## src/design/overlapped_frame_rms_energy_defines.svh

```systemverilog
// Assertion macros shared by the RTL of the frame RMS block.
`ifndef OVERLAPPED_FRAME_RMS_ENERGY_DEFINES_SVH
`define OVERLAPPED_FRAME_RMS_ENERGY_DEFINES_SVH

// Same-cycle implication, disabled while reset is high.
`define OFRE_ASSERT_IMP(name, clk_sig, rst_sig, ante, cons) \
  name: assert property (@(posedge clk_sig) disable iff (rst_sig) (ante) |-> (cons)) \
    else $error("%m: same-cycle check failed");

// Next-cycle implication, disabled while reset is high.
`define OFRE_ASSERT_NEXT(name, clk_sig, rst_sig, ante, cons) \
  name: assert property (@(posedge clk_sig) disable iff (rst_sig) (ante) |=> (cons)) \
    else $error("%m: next-cycle check failed");

`endif

```

## src/design/ofre_pkg.sv

```systemverilog
package ofre_pkg;

  localparam int MAX_HOP     = 4096;
  localparam int SAMPLE_BITS = 16;

  // Accumulator widths follow from the sample width and the longest hop.
  localparam int HOP_W     = $clog2(MAX_HOP) + 1;
  localparam int CNT_W     = HOP_W;
  localparam int SQ_W      = 2 * SAMPLE_BITS - 1;
  localparam int SUM_W     = SQ_W - 1 + HOP_W;
  localparam int WIN_SUM_W = SUM_W + 1;
  localparam int WIN_CNT_W = CNT_W + 1;

  // Iterative divide and square root.
  localparam int ROOT_W    = (WIN_SUM_W + 1) / 2;
  localparam int DIV_STEPS = WIN_SUM_W;
  localparam int DP_W      = WIN_SUM_W + 1;
  localparam int STEP_W    = $clog2(DIV_STEPS);
  localparam logic [WIN_SUM_W-1:0] ROOT_INIT = WIN_SUM_W'(1) << (2 * ROOT_W - 2);

  // Port field widths.
  localparam int HOP_CFG_W   = 13;
  localparam int NF_W        = 21;
  localparam int CFG_DATA_W  = 21;
  localparam int CFG_IDX_W   = 1;
  localparam int FRAME_CNT_W = 21;
  localparam int INDEX_W     = 20;
  localparam int RMS_W       = 16;
  localparam int COUNTED_W   = 14;

  localparam logic [CFG_IDX_W-1:0] REG_HOP_SIZE   = CFG_IDX_W'(0);
  localparam logic [CFG_IDX_W-1:0] REG_NUM_FRAMES = CFG_IDX_W'(1);

  localparam logic [HOP_CFG_W-1:0]   HOP_RESET     = HOP_CFG_W'(160);
  localparam logic [NF_W-1:0]        NF_RESET      = NF_W'(1048576);
  localparam logic [FRAME_CNT_W-1:0] FRAME_CNT_MAX = '1;
  localparam logic [FRAME_CNT_W-1:0] FRAME_IDX_MAX = FRAME_CNT_W'(1048575);

  typedef enum logic [1:0] {
    C_IDLE,
    C_DIV,
    C_ROOT,
    C_DONE
  } calc_state_t;

  typedef enum logic [2:0] {
    T_IDLE,
    T_SQUARE,
    T_ACCUM,
    T_DECIDE,
    T_START,
    T_WAIT,
    T_PUT
  } top_state_t;

  typedef struct packed {
    logic                 start;
    logic [WIN_SUM_W-1:0] sum;
    logic [WIN_CNT_W-1:0] cnt;
  } calc_req_t;

  typedef struct packed {
    logic              busy;
    logic              done;
    logic [ROOT_W-1:0] root;
  } calc_rsp_t;

endpackage

```

## src/design/ofre_sample_if.sv

```systemverilog
interface ofre_sample_if;
  import ofre_pkg::*;

  logic                          valid;
  logic                          ready;
  logic signed [SAMPLE_BITS-1:0] sample;
  logic                          last;

  modport source (output valid, output sample, output last, input ready);
  modport sink (input valid, input sample, input last, output ready);
endinterface

```

## src/design/ofre_frame_if.sv

```systemverilog
interface ofre_frame_if;
  import ofre_pkg::*;

  logic                 valid;
  logic                 ready;
  logic [RMS_W-1:0]     rms;
  logic [INDEX_W-1:0]   frame_index;
  logic [COUNTED_W-1:0] samples_counted;
  logic                 final_frame;

  modport source (output valid, output rms, output frame_index, output samples_counted,
                  output final_frame, input ready);
  modport sink (input valid, input rms, input frame_index, input samples_counted,
                input final_frame, output ready);
endinterface

```

## src/design/ofre_calc.sv

```systemverilog
module ofre_calc (
  input  logic                clk,
  input  logic                rst,
  input  ofre_pkg::calc_req_t req,
  output ofre_pkg::calc_rsp_t rsp
);
  import ofre_pkg::*;

  calc_state_t          state;
  calc_state_t          state_next;
  logic [DP_W-1:0]      acc;
  logic [WIN_SUM_W-1:0] work;
  logic [WIN_SUM_W-1:0] bitm;
  logic [WIN_CNT_W-1:0] den;
  logic [STEP_W-1:0]    step;

  logic [DP_W-1:0]      rem_sh;
  logic [DP_W-1:0]      sub_a;
  logic [DP_W-1:0]      sub_b;
  logic [DP_W:0]        sub_full;
  logic [DP_W-1:0]      diff;
  logic                 ge;
  logic [WIN_SUM_W-1:0] quo_next;
  logic                 div_last;
  logic                 root_last;

  // One subtractor serves both the restoring divide and the square root.
  always_comb begin
    rem_sh = {acc[DP_W-2:0], work[WIN_SUM_W-1]};
    if (state == C_DIV) begin
      sub_a = rem_sh;
      sub_b = {{(DP_W - WIN_CNT_W){1'b0}}, den};
    end else begin
      sub_a = acc;
      sub_b = {1'b0, work | bitm};
    end
    sub_full  = {1'b0, sub_a} - {1'b0, sub_b};
    ge        = !sub_full[DP_W];
    diff      = sub_full[DP_W-1:0];
    quo_next  = {work[WIN_SUM_W-2:0], ge};
    div_last  = (step == STEP_W'(DIV_STEPS - 1));
    root_last = (step == STEP_W'(ROOT_W - 1));
  end

  always_comb begin
    state_next = state;
    case (state)
      C_IDLE: begin
        if (req.start) begin
          state_next = (req.cnt == '0) ? C_DONE : C_DIV;
        end
      end
      C_DIV: begin
        if (div_last) begin
          state_next = C_ROOT;
        end
      end
      C_ROOT: begin
        if (root_last) begin
          state_next = C_DONE;
        end
      end
      C_DONE:  state_next = C_IDLE;
      default: state_next = C_IDLE;
    endcase
  end

  always_comb begin
    rsp.busy = (state != C_IDLE);
    rsp.done = (state == C_DONE);
    rsp.root = work[ROOT_W-1:0];
  end

  always_ff @(posedge clk) begin
    if (rst) begin
      state <= C_IDLE;
    end else begin
      state <= state_next;
    end
  end

  always_ff @(posedge clk) begin
    case (state)
      C_IDLE: begin
        if (req.start) begin
          acc  <= '0;
          work <= (req.cnt == '0) ? '0 : req.sum;
          den  <= req.cnt;
          step <= '0;
        end
      end
      C_DIV: begin
        if (div_last) begin
          // The quotient becomes the radicand for the root phase.
          acc  <= {1'b0, quo_next};
          work <= '0;
          bitm <= ROOT_INIT;
          step <= '0;
        end else begin
          acc  <= ge ? diff : rem_sh;
          work <= quo_next;
          step <= step + 1'b1;
        end
      end
      C_ROOT: begin
        if (ge) begin
          acc  <= diff;
          work <= (work >> 1) | bitm;
        end else begin
          work <= work >> 1;
        end
        bitm <= bitm >> 2;
        step <= step + 1'b1;
      end
      default: begin
      end
    endcase
  end

endmodule

```

## src/design/overlapped_frame_rms_energy.sv

```systemverilog
// Overlapped frame RMS energy.
// Samples enter on the samples channel (signed Q1.15 plus a last flag); one
// RMS value per frame leaves on the frames channel, together with its frame
// index, the number of samples in its two-hop window and a final-frame flag.
// Registers hop_size (index 0) and num_frames (index 1) are written through
// cfg_we/cfg_index/cfg_data; the user is to write them while the block is idle,
// which the block itself does not enforce. A sample that completes no frame
// passes through the square, accumulate and decide states before the next
// sample is taken. For a sample that completes a hop block, the single shared
// subtractor runs a 44-step restoring divide and a 22-step square root for
// each frame. The last sample flushes up to two frames. Frame results appear
// one at a time in an output register; the block keeps taking samples while a
// result waits there, and it holds off only when a new result is ready and the
// receiver has not yet taken the previous one.
// Synchronous reset clears the accumulators and frame counter and restores
// hop_size to 160 and num_frames to 1048576.
`include "overlapped_frame_rms_energy_defines.svh"

module overlapped_frame_rms_energy (
  input  logic                             clk,
  input  logic                             rst,
  input  logic                             cfg_we,
  input  logic [ofre_pkg::CFG_IDX_W-1:0]   cfg_index,
  input  logic [ofre_pkg::CFG_DATA_W-1:0]  cfg_data,
  ofre_sample_if.sink                      samples,
  ofre_frame_if.source                     frames
);
  import ofre_pkg::*;

  typedef struct packed {
    logic                   en;
    logic [FRAME_CNT_W-1:0] index;
    logic [WIN_SUM_W-1:0]   sum;
    logic [WIN_CNT_W-1:0]   cnt;
    logic                   fin;
  } frame_job_t;

  top_state_t             state;
  top_state_t             state_next;
  logic [HOP_CFG_W-1:0]   hop_size;
  logic [NF_W-1:0]        num_frames;
  logic [SUM_W-1:0]       block_sum;
  logic [CNT_W-1:0]       block_count;
  logic [SUM_W-1:0]       prior_sum;
  logic [CNT_W-1:0]       prior_count;
  logic [FRAME_CNT_W-1:0] frame_counter;
  logic                   out_valid;

  logic [SAMPLE_BITS-1:0] smp;
  logic                   smp_last;
  logic [SQ_W-1:0]        sq;
  frame_job_t             job0;
  frame_job_t             job1;
  logic                   sel;
  logic [ROOT_W-1:0]      root;
  logic [RMS_W-1:0]       out_rms;
  logic [INDEX_W-1:0]     out_index;
  logic [COUNTED_W-1:0]   out_counted;
  logic                   out_final;

  logic [SAMPLE_BITS-1:0]   mag;
  logic [2*SAMPLE_BITS-1:0] prod;
  logic [CNT_W-1:0]         hop_eff;
  logic                     block_done;
  logic [WIN_SUM_W-1:0]     win_sum;
  logic [WIN_CNT_W-1:0]     win_cnt;
  logic [FRAME_CNT_W-1:0]   k1;
  logic                     allow0;
  logic                     allow1;
  frame_job_t               dec0;
  frame_job_t               dec1;
  frame_job_t               cur;
  logic                     slot_free;
  calc_req_t                calc_req;
  calc_rsp_t                calc_rsp;

  ofre_calc u_calc (
    .clk (clk),
    .rst (rst),
    .req (calc_req),
    .rsp (calc_rsp)
  );

  always_comb begin
    mag  = smp[SAMPLE_BITS-1] ? (~smp + 1'b1) : smp;
    prod = mag * mag;

    if (hop_size == '0) begin
      hop_eff = CNT_W'(1);
    end else if (32'(hop_size) > 32'(MAX_HOP)) begin
      hop_eff = CNT_W'(MAX_HOP);
    end else begin
      hop_eff = CNT_W'(hop_size);
    end
    block_done = (block_count >= hop_eff);

    win_sum = {1'b0, prior_sum} + {1'b0, block_sum};
    win_cnt = {1'b0, prior_count} + {1'b0, block_count};
    k1      = (frame_counter != FRAME_CNT_MAX) ? frame_counter + 1'b1 : frame_counter;
    allow0  = (frame_counter < num_frames) && (frame_counter <= FRAME_IDX_MAX);
    allow1  = (k1 != frame_counter) && (k1 < num_frames) && (k1 <= FRAME_IDX_MAX);

    dec0 = '0;
    dec1 = '0;
    if (smp_last) begin
      // The final sample flushes the current frame and the one after it.
      dec0 = '{en: allow0, index: frame_counter, sum: win_sum, cnt: win_cnt, fin: !allow1};
      dec1 = '{en: allow1, index: k1, sum: {1'b0, block_sum},
               cnt: {1'b0, block_count}, fin: 1'b1};
    end else if (block_done) begin
      dec0 = '{en: allow0, index: frame_counter, sum: win_sum, cnt: win_cnt, fin: 1'b0};
    end

    cur       = sel ? job1 : job0;
    slot_free = !out_valid || frames.ready;
  end

  always_comb begin
    state_next = state;
    case (state)
      T_IDLE: begin
        if (samples.valid) begin
          state_next = T_SQUARE;
        end
      end
      T_SQUARE: state_next = T_ACCUM;
      T_ACCUM:  state_next = T_DECIDE;
      T_DECIDE: state_next = (dec0.en || dec1.en) ? T_START : T_IDLE;
      T_START:  state_next = T_WAIT;
      T_WAIT: begin
        if (calc_rsp.done) begin
          state_next = T_PUT;
        end
      end
      T_PUT: begin
        if (slot_free) begin
          state_next = (!sel && job1.en) ? T_START : T_IDLE;
        end
      end
      default: state_next = T_IDLE;
    endcase
  end

  always_comb begin
    samples.ready  = (state == T_IDLE);
    calc_req.start = (state == T_START);
    calc_req.sum   = cur.sum;
    calc_req.cnt   = cur.cnt;
  end

  assign frames.valid           = out_valid;
  assign frames.rms             = out_rms;
  assign frames.frame_index     = out_index;
  assign frames.samples_counted = out_counted;
  assign frames.final_frame     = out_final;

  always_ff @(posedge clk) begin
    if (rst) begin
      state         <= T_IDLE;
      hop_size      <= HOP_RESET;
      num_frames    <= NF_RESET;
      block_sum     <= '0;
      block_count   <= '0;
      prior_sum     <= '0;
      prior_count   <= '0;
      frame_counter <= '0;
      out_valid     <= 1'b0;
    end else begin
      state <= state_next;

      if (cfg_we) begin
        case (cfg_index)
          REG_HOP_SIZE:   hop_size   <= cfg_data[HOP_CFG_W-1:0];
          REG_NUM_FRAMES: num_frames <= cfg_data[NF_W-1:0];
          default: begin
          end
        endcase
      end

      if (state == T_ACCUM) begin
        block_sum   <= block_sum + SUM_W'(sq);
        block_count <= block_count + 1'b1;
      end

      if (state == T_DECIDE) begin
        if (smp_last) begin
          block_sum     <= '0;
          block_count   <= '0;
          prior_sum     <= '0;
          prior_count   <= '0;
          frame_counter <= '0;
        end else if (block_done) begin
          prior_sum     <= block_sum;
          prior_count   <= block_count;
          block_sum     <= '0;
          block_count   <= '0;
          frame_counter <= k1;
        end
      end

      if (state == T_PUT && slot_free) begin
        out_valid <= 1'b1;
      end else if (frames.ready) begin
        out_valid <= 1'b0;
      end
    end
  end

  always_ff @(posedge clk) begin
    if (samples.valid && samples.ready) begin
      smp      <= samples.sample;
      smp_last <= samples.last;
    end
    if (state == T_SQUARE) begin
      sq <= prod[SQ_W-1:0];
    end
    if (state == T_DECIDE) begin
      job0 <= dec0;
      job1 <= dec1;
      sel  <= !dec0.en;
    end
    if (state == T_WAIT && calc_rsp.done) begin
      root <= calc_rsp.root;
    end
    if (state == T_PUT && slot_free) begin
      out_rms     <= root[RMS_W-1:0];
      out_index   <= cur.index[INDEX_W-1:0];
      out_counted <= COUNTED_W'(cur.cnt);
      out_final   <= cur.fin;
      if (!sel && job1.en) begin
        sel <= 1'b1;
      end
    end
  end

  `OFRE_ASSERT_NEXT(a_hold_after_accept, clk, rst, samples.valid && samples.ready, !samples.ready)
  `OFRE_ASSERT_IMP(a_block_bound, clk, rst, 1'b1, 32'(block_count) <= 32'(MAX_HOP))
  `OFRE_ASSERT_IMP(a_calc_idle_on_start, clk, rst, calc_req.start, !calc_rsp.busy)
  `OFRE_ASSERT_IMP(a_load_from_put, clk, rst, $rose(frames.valid), $past(state) == T_PUT)

endmodule
```

## src/flat_wrapper.sv

```systemverilog
// flat-port wrapper written by rule: the top's interface ports become plain ports
module overlapped_frame_rms_energy_flat import ofre_pkg::*;
  (clk, rst, cfg_we, cfg_index, cfg_data, samples_valid, samples_sample, samples_last, samples_ready, frames_valid, frames_rms, frames_frame_index, frames_samples_counted, frames_final_frame, frames_ready);
  ofre_sample_if samples_i ();
  ofre_frame_if frames_i ();
  input  logic clk;
  input  logic rst;
  input  logic cfg_we;
  input  logic [ofre_pkg::CFG_IDX_W-1:0] cfg_index;
  input  logic [ofre_pkg::CFG_DATA_W-1:0] cfg_data;
  input wire logic [$bits(samples_i.valid)-1:0] samples_valid;
  input wire logic [$bits(samples_i.sample)-1:0] samples_sample;
  input wire logic [$bits(samples_i.last)-1:0] samples_last;
  output wire logic [$bits(samples_i.ready)-1:0] samples_ready;
  output wire logic [$bits(frames_i.valid)-1:0] frames_valid;
  output wire logic [$bits(frames_i.rms)-1:0] frames_rms;
  output wire logic [$bits(frames_i.frame_index)-1:0] frames_frame_index;
  output wire logic [$bits(frames_i.samples_counted)-1:0] frames_samples_counted;
  output wire logic [$bits(frames_i.final_frame)-1:0] frames_final_frame;
  input wire logic [$bits(frames_i.ready)-1:0] frames_ready;
  assign samples_i.valid = samples_valid;
  assign samples_i.sample = samples_sample;
  assign samples_i.last = samples_last;
  assign samples_ready = samples_i.ready;
  assign frames_valid = frames_i.valid;
  assign frames_rms = frames_i.rms;
  assign frames_frame_index = frames_i.frame_index;
  assign frames_samples_counted = frames_i.samples_counted;
  assign frames_final_frame = frames_i.final_frame;
  assign frames_i.ready = frames_ready;
  overlapped_frame_rms_energy u_core (.clk(clk), .rst(rst), .cfg_we(cfg_we), .cfg_index(cfg_index), .cfg_data(cfg_data), .samples(samples_i), .frames(frames_i));
endmodule
```

## config.mk

```make
export PLATFORM = sky130hd
export DESIGN_NAME = overlapped_frame_rms_energy_flat
export DESIGN_NICKNAME = d
export VERILOG_FILES = /design/src/design/ofre_pkg.sv /design/src/design/ofre_sample_if.sv /design/src/design/ofre_frame_if.sv /design/src/design/ofre_calc.sv /design/src/design/overlapped_frame_rms_energy.sv /design/src/flat_wrapper.sv
export VERILOG_INCLUDE_DIRS = /design/src /design/src/design
export SDC_FILE = /design/constraint.sdc
export NUM_CORES = 2
export LEC_CHECK = 0
export BUFFER_PORTS_ARGS = -buffer_cell sky130_fd_sc_hd__buf_2
export CAP_MARGIN = 20
export CELL_PAD_IN_SITES_DETAIL_PLACEMENT = 2
export CELL_PAD_IN_SITES_GLOBAL_PLACEMENT = 2
export CORE_MARGIN = 2
export CORE_UTILIZATION = 42
export CTS_CLUSTER_SIZE = 12
export DETAILED_ROUTE_END_ITERATION = 12
export PLACE_DENSITY_LB_ADDON = 0.1
export RECOVER_POWER = 25
export SETUP_SLACK_MARGIN = 0.5
export SLEW_MARGIN = 30
export SYNTH_ARGS = -nofsm -noshare
export SYNTH_HDL_FRONTEND = slang
export SYNTH_HIERARCHICAL = 1
export SYNTH_SLANG_ARGS = --single-unit
```

## constraint.sdc

```tcl
create_clock -name clk -period 8.8 [get_ports clk]
set_clock_uncertainty 0.15 [all_clocks]
set_input_delay 0.44 -clock clk [delete_from_list [all_inputs] [get_ports clk]]
set_output_delay 0.44 -clock clk [all_outputs]
set_load 0.02 [all_outputs]
```

### Word level (Yosys, flattened, before mapping)

Cells that the tools add are included.
Widths: inputs -> output; s select.

* register bits after elaboration: 601
* input bits: 44
* output and inout port bits: 53
* logic and storage cells: 160

* $add $sub $neg: 8
* multiply operators: 1
* order comparisons: 6
* equal/unequal tests: 20
* muxes and demuxes: 55
* bitwise operators: 4
* reductions and logical operators: 31

Operators with widths (number)
* $mux 44: 6
* $mux 43: 6
* $mux 81: 3
* $mux 45: 5
* $pmux 45 s3: 1
* $pmux 44 s3: 1
* $mux 13: 8
* $pmux 44 s2: 1
* $mux 79: 1
* $mux 21: 3
* $sub 45x45->46: 1
* $add 43x43->44: 1
* $or 43x44->44: 1
* $or 44x44->44: 1
* $add 43x31->43: 1
* $le 21x20->1 const B: 2
* $lt 21x21->1: 2
* $mul 16x16->31: 1
* $add 21x1->21 const B: 1
* $ne 21x21->1: 1
* $ne 21x21->1 const B: 1
* $pmux 3 s7: 1
* $pmux 6 s3: 1
* $add 16x1->16 const B: 1
* 33 further kinds: 74

### Logic depth before layout (Yosys ltp)

* word-level depth: 11
* gate-level depth with buffers: 30
* mapped depth without buffers: 29

### Modules after synthesis

Netlist, hierarchy kept.

By module, submodules not included
* overlapped_frame_rms_energy: times used 1, cells each 2905, area an instance 29401.9 um2, seq. area each 11581.1 um2
* ofre_calc: times used 1, cells each 1247, area an instance 10860.4 um2, seq. area each 3973.8 um2

### Least setup slack after synthesis

OpenSTA, ideal clock, no wires.

* kind: register to register
* start point: reg u_core.u_calc.state[1]
* end point: reg u_core.u_calc.acc[0] (enable)
* library setup time: 515 ps
* data arrival time: 7013 ps
* required time: 8135 ps
* slack: 1121 ps
* stages on the path, launching flop included: 17
* path buffers: 4
* clock period less this slack: 7679 ps
* path through: dfxtp_1 > inv_1 > ha_1 > buf_1 > buf_1 > mux2i_1 > inv_1 > ha_1 > nor2b_1 > o21ai_0 > a31oi_1 > o2111ai_1 > a2111o_1 > a21o_1 > buf_2 > buf_2 > a211oi_1

* longest elaborated chain between the ends: 5
* elaborated cells between the ends (all ways): 10
* those cells by class: 1 x add/sub; 4 x eq/ne; 2 x mux; 3 x reduce/logical

Ends and longest elaborated chain
* from (decl): line ofre_calc.sv:9 `calc_state_t state;`
* from (signal assigned): line ofre_calc.sv:78 `state <= state_next;`
* $eq 2x1->1: line ofre_calc.sv:30, ofre_calc.sv:83
* $mux 45 / $mux 44 (equally long branches): line ofre_calc.sv:30 `if (state == C_DIV) begin`
* $sub 45x45->46: line ofre_calc.sv:37 `sub_full = {1'b0, sub_a} - {1'b0, sub_b};`
* $ne 2x2->1 (no line)
* $reduce_and 3->1 (no line) *
* to (signal assigned): line ofre_calc.sv:95 `acc <= {1'b0, quo_next};`
* to (signal assigned): line ofre_calc.sv:100 `acc <= ge ? diff : rem_sh;`
* to (signal assigned): line ofre_calc.sv:107 `acc <= diff;`
* to (decl): line ofre_calc.sv:11 `logic [DP_W-1:0] acc;`

Mark *: on every way between the ends. The rest lies on a longest branch, timed or not.
A chain may end at the register's enable or synchronous reset.

### Worst setup path after layout

* start point: reg u_core.smp[0]
* end point: reg u_core.sq[26] (data pin)

* longest elaborated chain between the ends: 4

Ends and longest elaborated chain
* from (decl): line overlapped_frame_rms_energy.sv:49 `logic [SAMPLE_BITS-1:0] smp;`
* from (signal assigned): line overlapped_frame_rms_energy.sv:211 `smp <= samples.sample;`
* $not 16->16: line overlapped_frame_rms_energy.sv:85 `mag = smp[SAMPLE_BITS-1] ? (~smp + 1'b1) : smp;`
* $add 16x1->16: line overlapped_frame_rms_energy.sv:85
* $mux 16 *: line overlapped_frame_rms_energy.sv:85
* $mul 16x16->31 *: line overlapped_frame_rms_energy.sv:86 `prod = mag * mag;`
* via u_core.prod[26]: line overlapped_frame_rms_energy.sv:62 `logic [2*SAMPLE_BITS-1:0] prod;`
* to (signal assigned): line overlapped_frame_rms_energy.sv:215 `sq <= prod[SQ_W-1:0];`
* to (decl): line overlapped_frame_rms_energy.sv:51 `logic [SQ_W-1:0] sq;`

The timed path passes the listed nets; every way through them passes the cells marked *.

==> flow_summary.yaml <==
outcome:
  run_status: "finished, violations left"
  violations: "max-capacitance violations, max-slew violations"
global_route:
  grt_usage_pct: 28.18
  grt-ovfl-total: 0
  grt_antenna_before_repair: 1
  global_route_wire_length_before_repair_um: 215400
  grt_start_max_net_pins: 85
  first_global_vias: 35180
layout:
  area_delta_synth_final_pct: 11.31
  post_layout_nets: 4716
  layout-drive-gt1-share_pct: 8.980
  layout.cells.most_common: "nand2_1"
  antenna_cells: 0
  commonest_cells_after_routing_fill_and_taps_aside: "nand2_1, edfxtp_1, inv_1, nor2_1, ha_1"
setup_path:
  critical_path_peak_fanout: 7
  worst_setup_path_start_kind: "flip-flop"
  worst-r2r-cell-count: 23
  critical_path_required_ns: 9.13
  timing.critical_path.to_type: "flip-flop"
  worstPathArrival_ns: 8.37
  type_of_the_worst_setup_path: "reg -> reg"
sta:
  setup_viol: 0
  fin_ws_ns: 0.7570
  period_share_pct: 91.40
  max_slew_margin_pct: -133.4
  report.final.slew_viol_count: 130
  fmax_mhz: 124.3
  setup_tns_ns: 0
  min_period_ns: 8.043
  grt_setup_unrepaired: "true"
  hold_viol_final: 0
  timing_worst_slew_pin_value_ns: 3.501
drt:
  vias_per_cell: 5.810
  drt_iter0_markers: 1812
  drt-pass1-iter-count: 5
  dr_total_vias: 32190
  ant_nets: 0
  drt_drc_violations_left: 0
  detail_route.wl_per_cell_um: 25.10
  totalWireLength_um: 139100
power:
  cellLeakagePower_nw: 18.17
  cell_pwr_density_nw_per_um2: 434.7
  vdd.ir_drop.worst_mv: 0.8347
clock_network:
  tritoncts: "yes"
  cts_made_buffers: 73
  tritoncts_num_sinks: 576
  clock_tree.buffer_depth: 3
  clock_root_cell: "clkbuf_16"
  clkLatencyLatePin_ns: 0.66
  clk_pin_slew_ns: 0.06
  h-tree-depth: 3
placement:
  place.gp.congestion: 0.8911
  port_buffers: 96
  pre_cts_slack_ns: 0.3487
  dp.final_hpwl_um: 102200
die:
  die_width_um: 313.4
  design.die.area_um2: 98250
  initial_utilization_pct: 42.33
  fp.coreArea_um2: 95010
  pin_count: 97
  rows: 113
  die_h_um: 313.4
job:
  maxCapViolCount: 3
yosys:
  synth.cell_area_um2: 40220
  synthCells: 4146
  synth.avg_cell_area_um2: 9.700
  yosys_warnings: 6
min_path:
  hold_path_class: "in -> reg"
  hold_depth: 3
-- through the flow --
stage	util (%)	power, mW	area (µm²)	hold slack [ns]	instances
2_1_floorplan	-	12.82	40250	0.2503	4155
3_3_place_gp	44.08	15.57	41880	0.2528	5361
3_5_place_dp	44.09	16.18	41890	0.2624	5361
4_1_cts	47.03	19.51	44680	0.0005305	5535
5_1_grt	47.11	21.28	44760	0.08317	5541
6_report	47.11	19.46	44760	0.03684	5541
-- where the power goes --
part / switching [mW] / total, mW / internal (mW)
Clock: 1.28 / 3.03 / 1.74
Combinational: 7.58 / 12.5 / 4.94
Sequential: 0.263 / 3.92 / 3.65
-- metal layers --
metal / vias up / global-route usage (%) / routed length (µm)
met1: 16630 / 37.52 / 62300
met4: 0 / 8.167 / 3785
li1: 14770 / - / -
met5: - / 0 / 0
met3: 211 / 3.087 / 4967
met2: 586 / 48.43 / 68030
-- final timing paths --
check / startpoint / end / slack [ns]
min reg2reg: u_core/root[0]$_DFFE_PP_ / u_core/frames.rms[0]$_DFFE_PP_ / 0.27
min: samples_valid / u_core/state[0]$_SDFFE_PP0P_ / 0.04
max reg2reg: u_core/smp[0]$_DFFE_PP_ / u_core/sq[26]$_DFFE_PN_ / 0.76
max: u_core/smp[0]$_DFFE_PP_ / u_core/sq[26]$_DFFE_PN_ / 0.76
-- worst max-delay path: stages, from the launching register on --
cell	delay (ns)
edfxtp_1	0.48
or3_1	0.56
o31ai_2	0.50
xnor2_2	0.25
buf_4	0.24
nand2_1	0.09
fa_1	0.54
fa_1	0.57
inv_1	0.06
fa_1	0.53
fa_1	0.45
fa_1	0.54
inv_1	0.05
fa_1	0.54
inv_1	0.05
ha_1	0.37
a21o_1	0.19
a311o_1	0.27
a31o_1	0.25
a21oi_4	0.27
o21ai_1	0.11
or2_1	0.26
a2111o_1	0.42
o2111ai_1	0.11
-- final cells by class --
cell class	count	area (µm²)
multi-input cells	3028	22700
inverters	339	1284
flip-flops and latches	576	15550
clock inverters	36	364.1
fillers	10030	50250
well taps	1265	1583
repair buffers	197	1255
clock buffers	100	2019
-- sequential cells by signal, indices dropped and copies added, names as in the netlist, 14 cells and up --
register	flops
u_core/block_sum	43
u_core/frame_counter	21
u_core/frames.frame_index	20
u_core/frames.rms	16
u_core/frames.samples_counted	14
u_core/job0	79
u_core/job1	78
u_core/num_frames	21
u_core/prior_sum	43
u_core/root	16
u_core/smp	16
u_core/sq	30
u_core/u_calc/acc	45
u_core/u_calc/bitm	22
u_core/u_calc/den	14
u_core/u_calc/work	44
-- repair_timing --
action | in CTS | in global routing
pin swaps | 0 | 1
resized for setup | 4 | 21
buffers inserted | 0 | 6
endpoints found under the hold margin | 51 | 0
hold buffers | 38 | 0
cloned | 0 | 0
endpoints found under the setup margin | 6 | 13
Note: power is estimated with default switching activity, not from simulation.
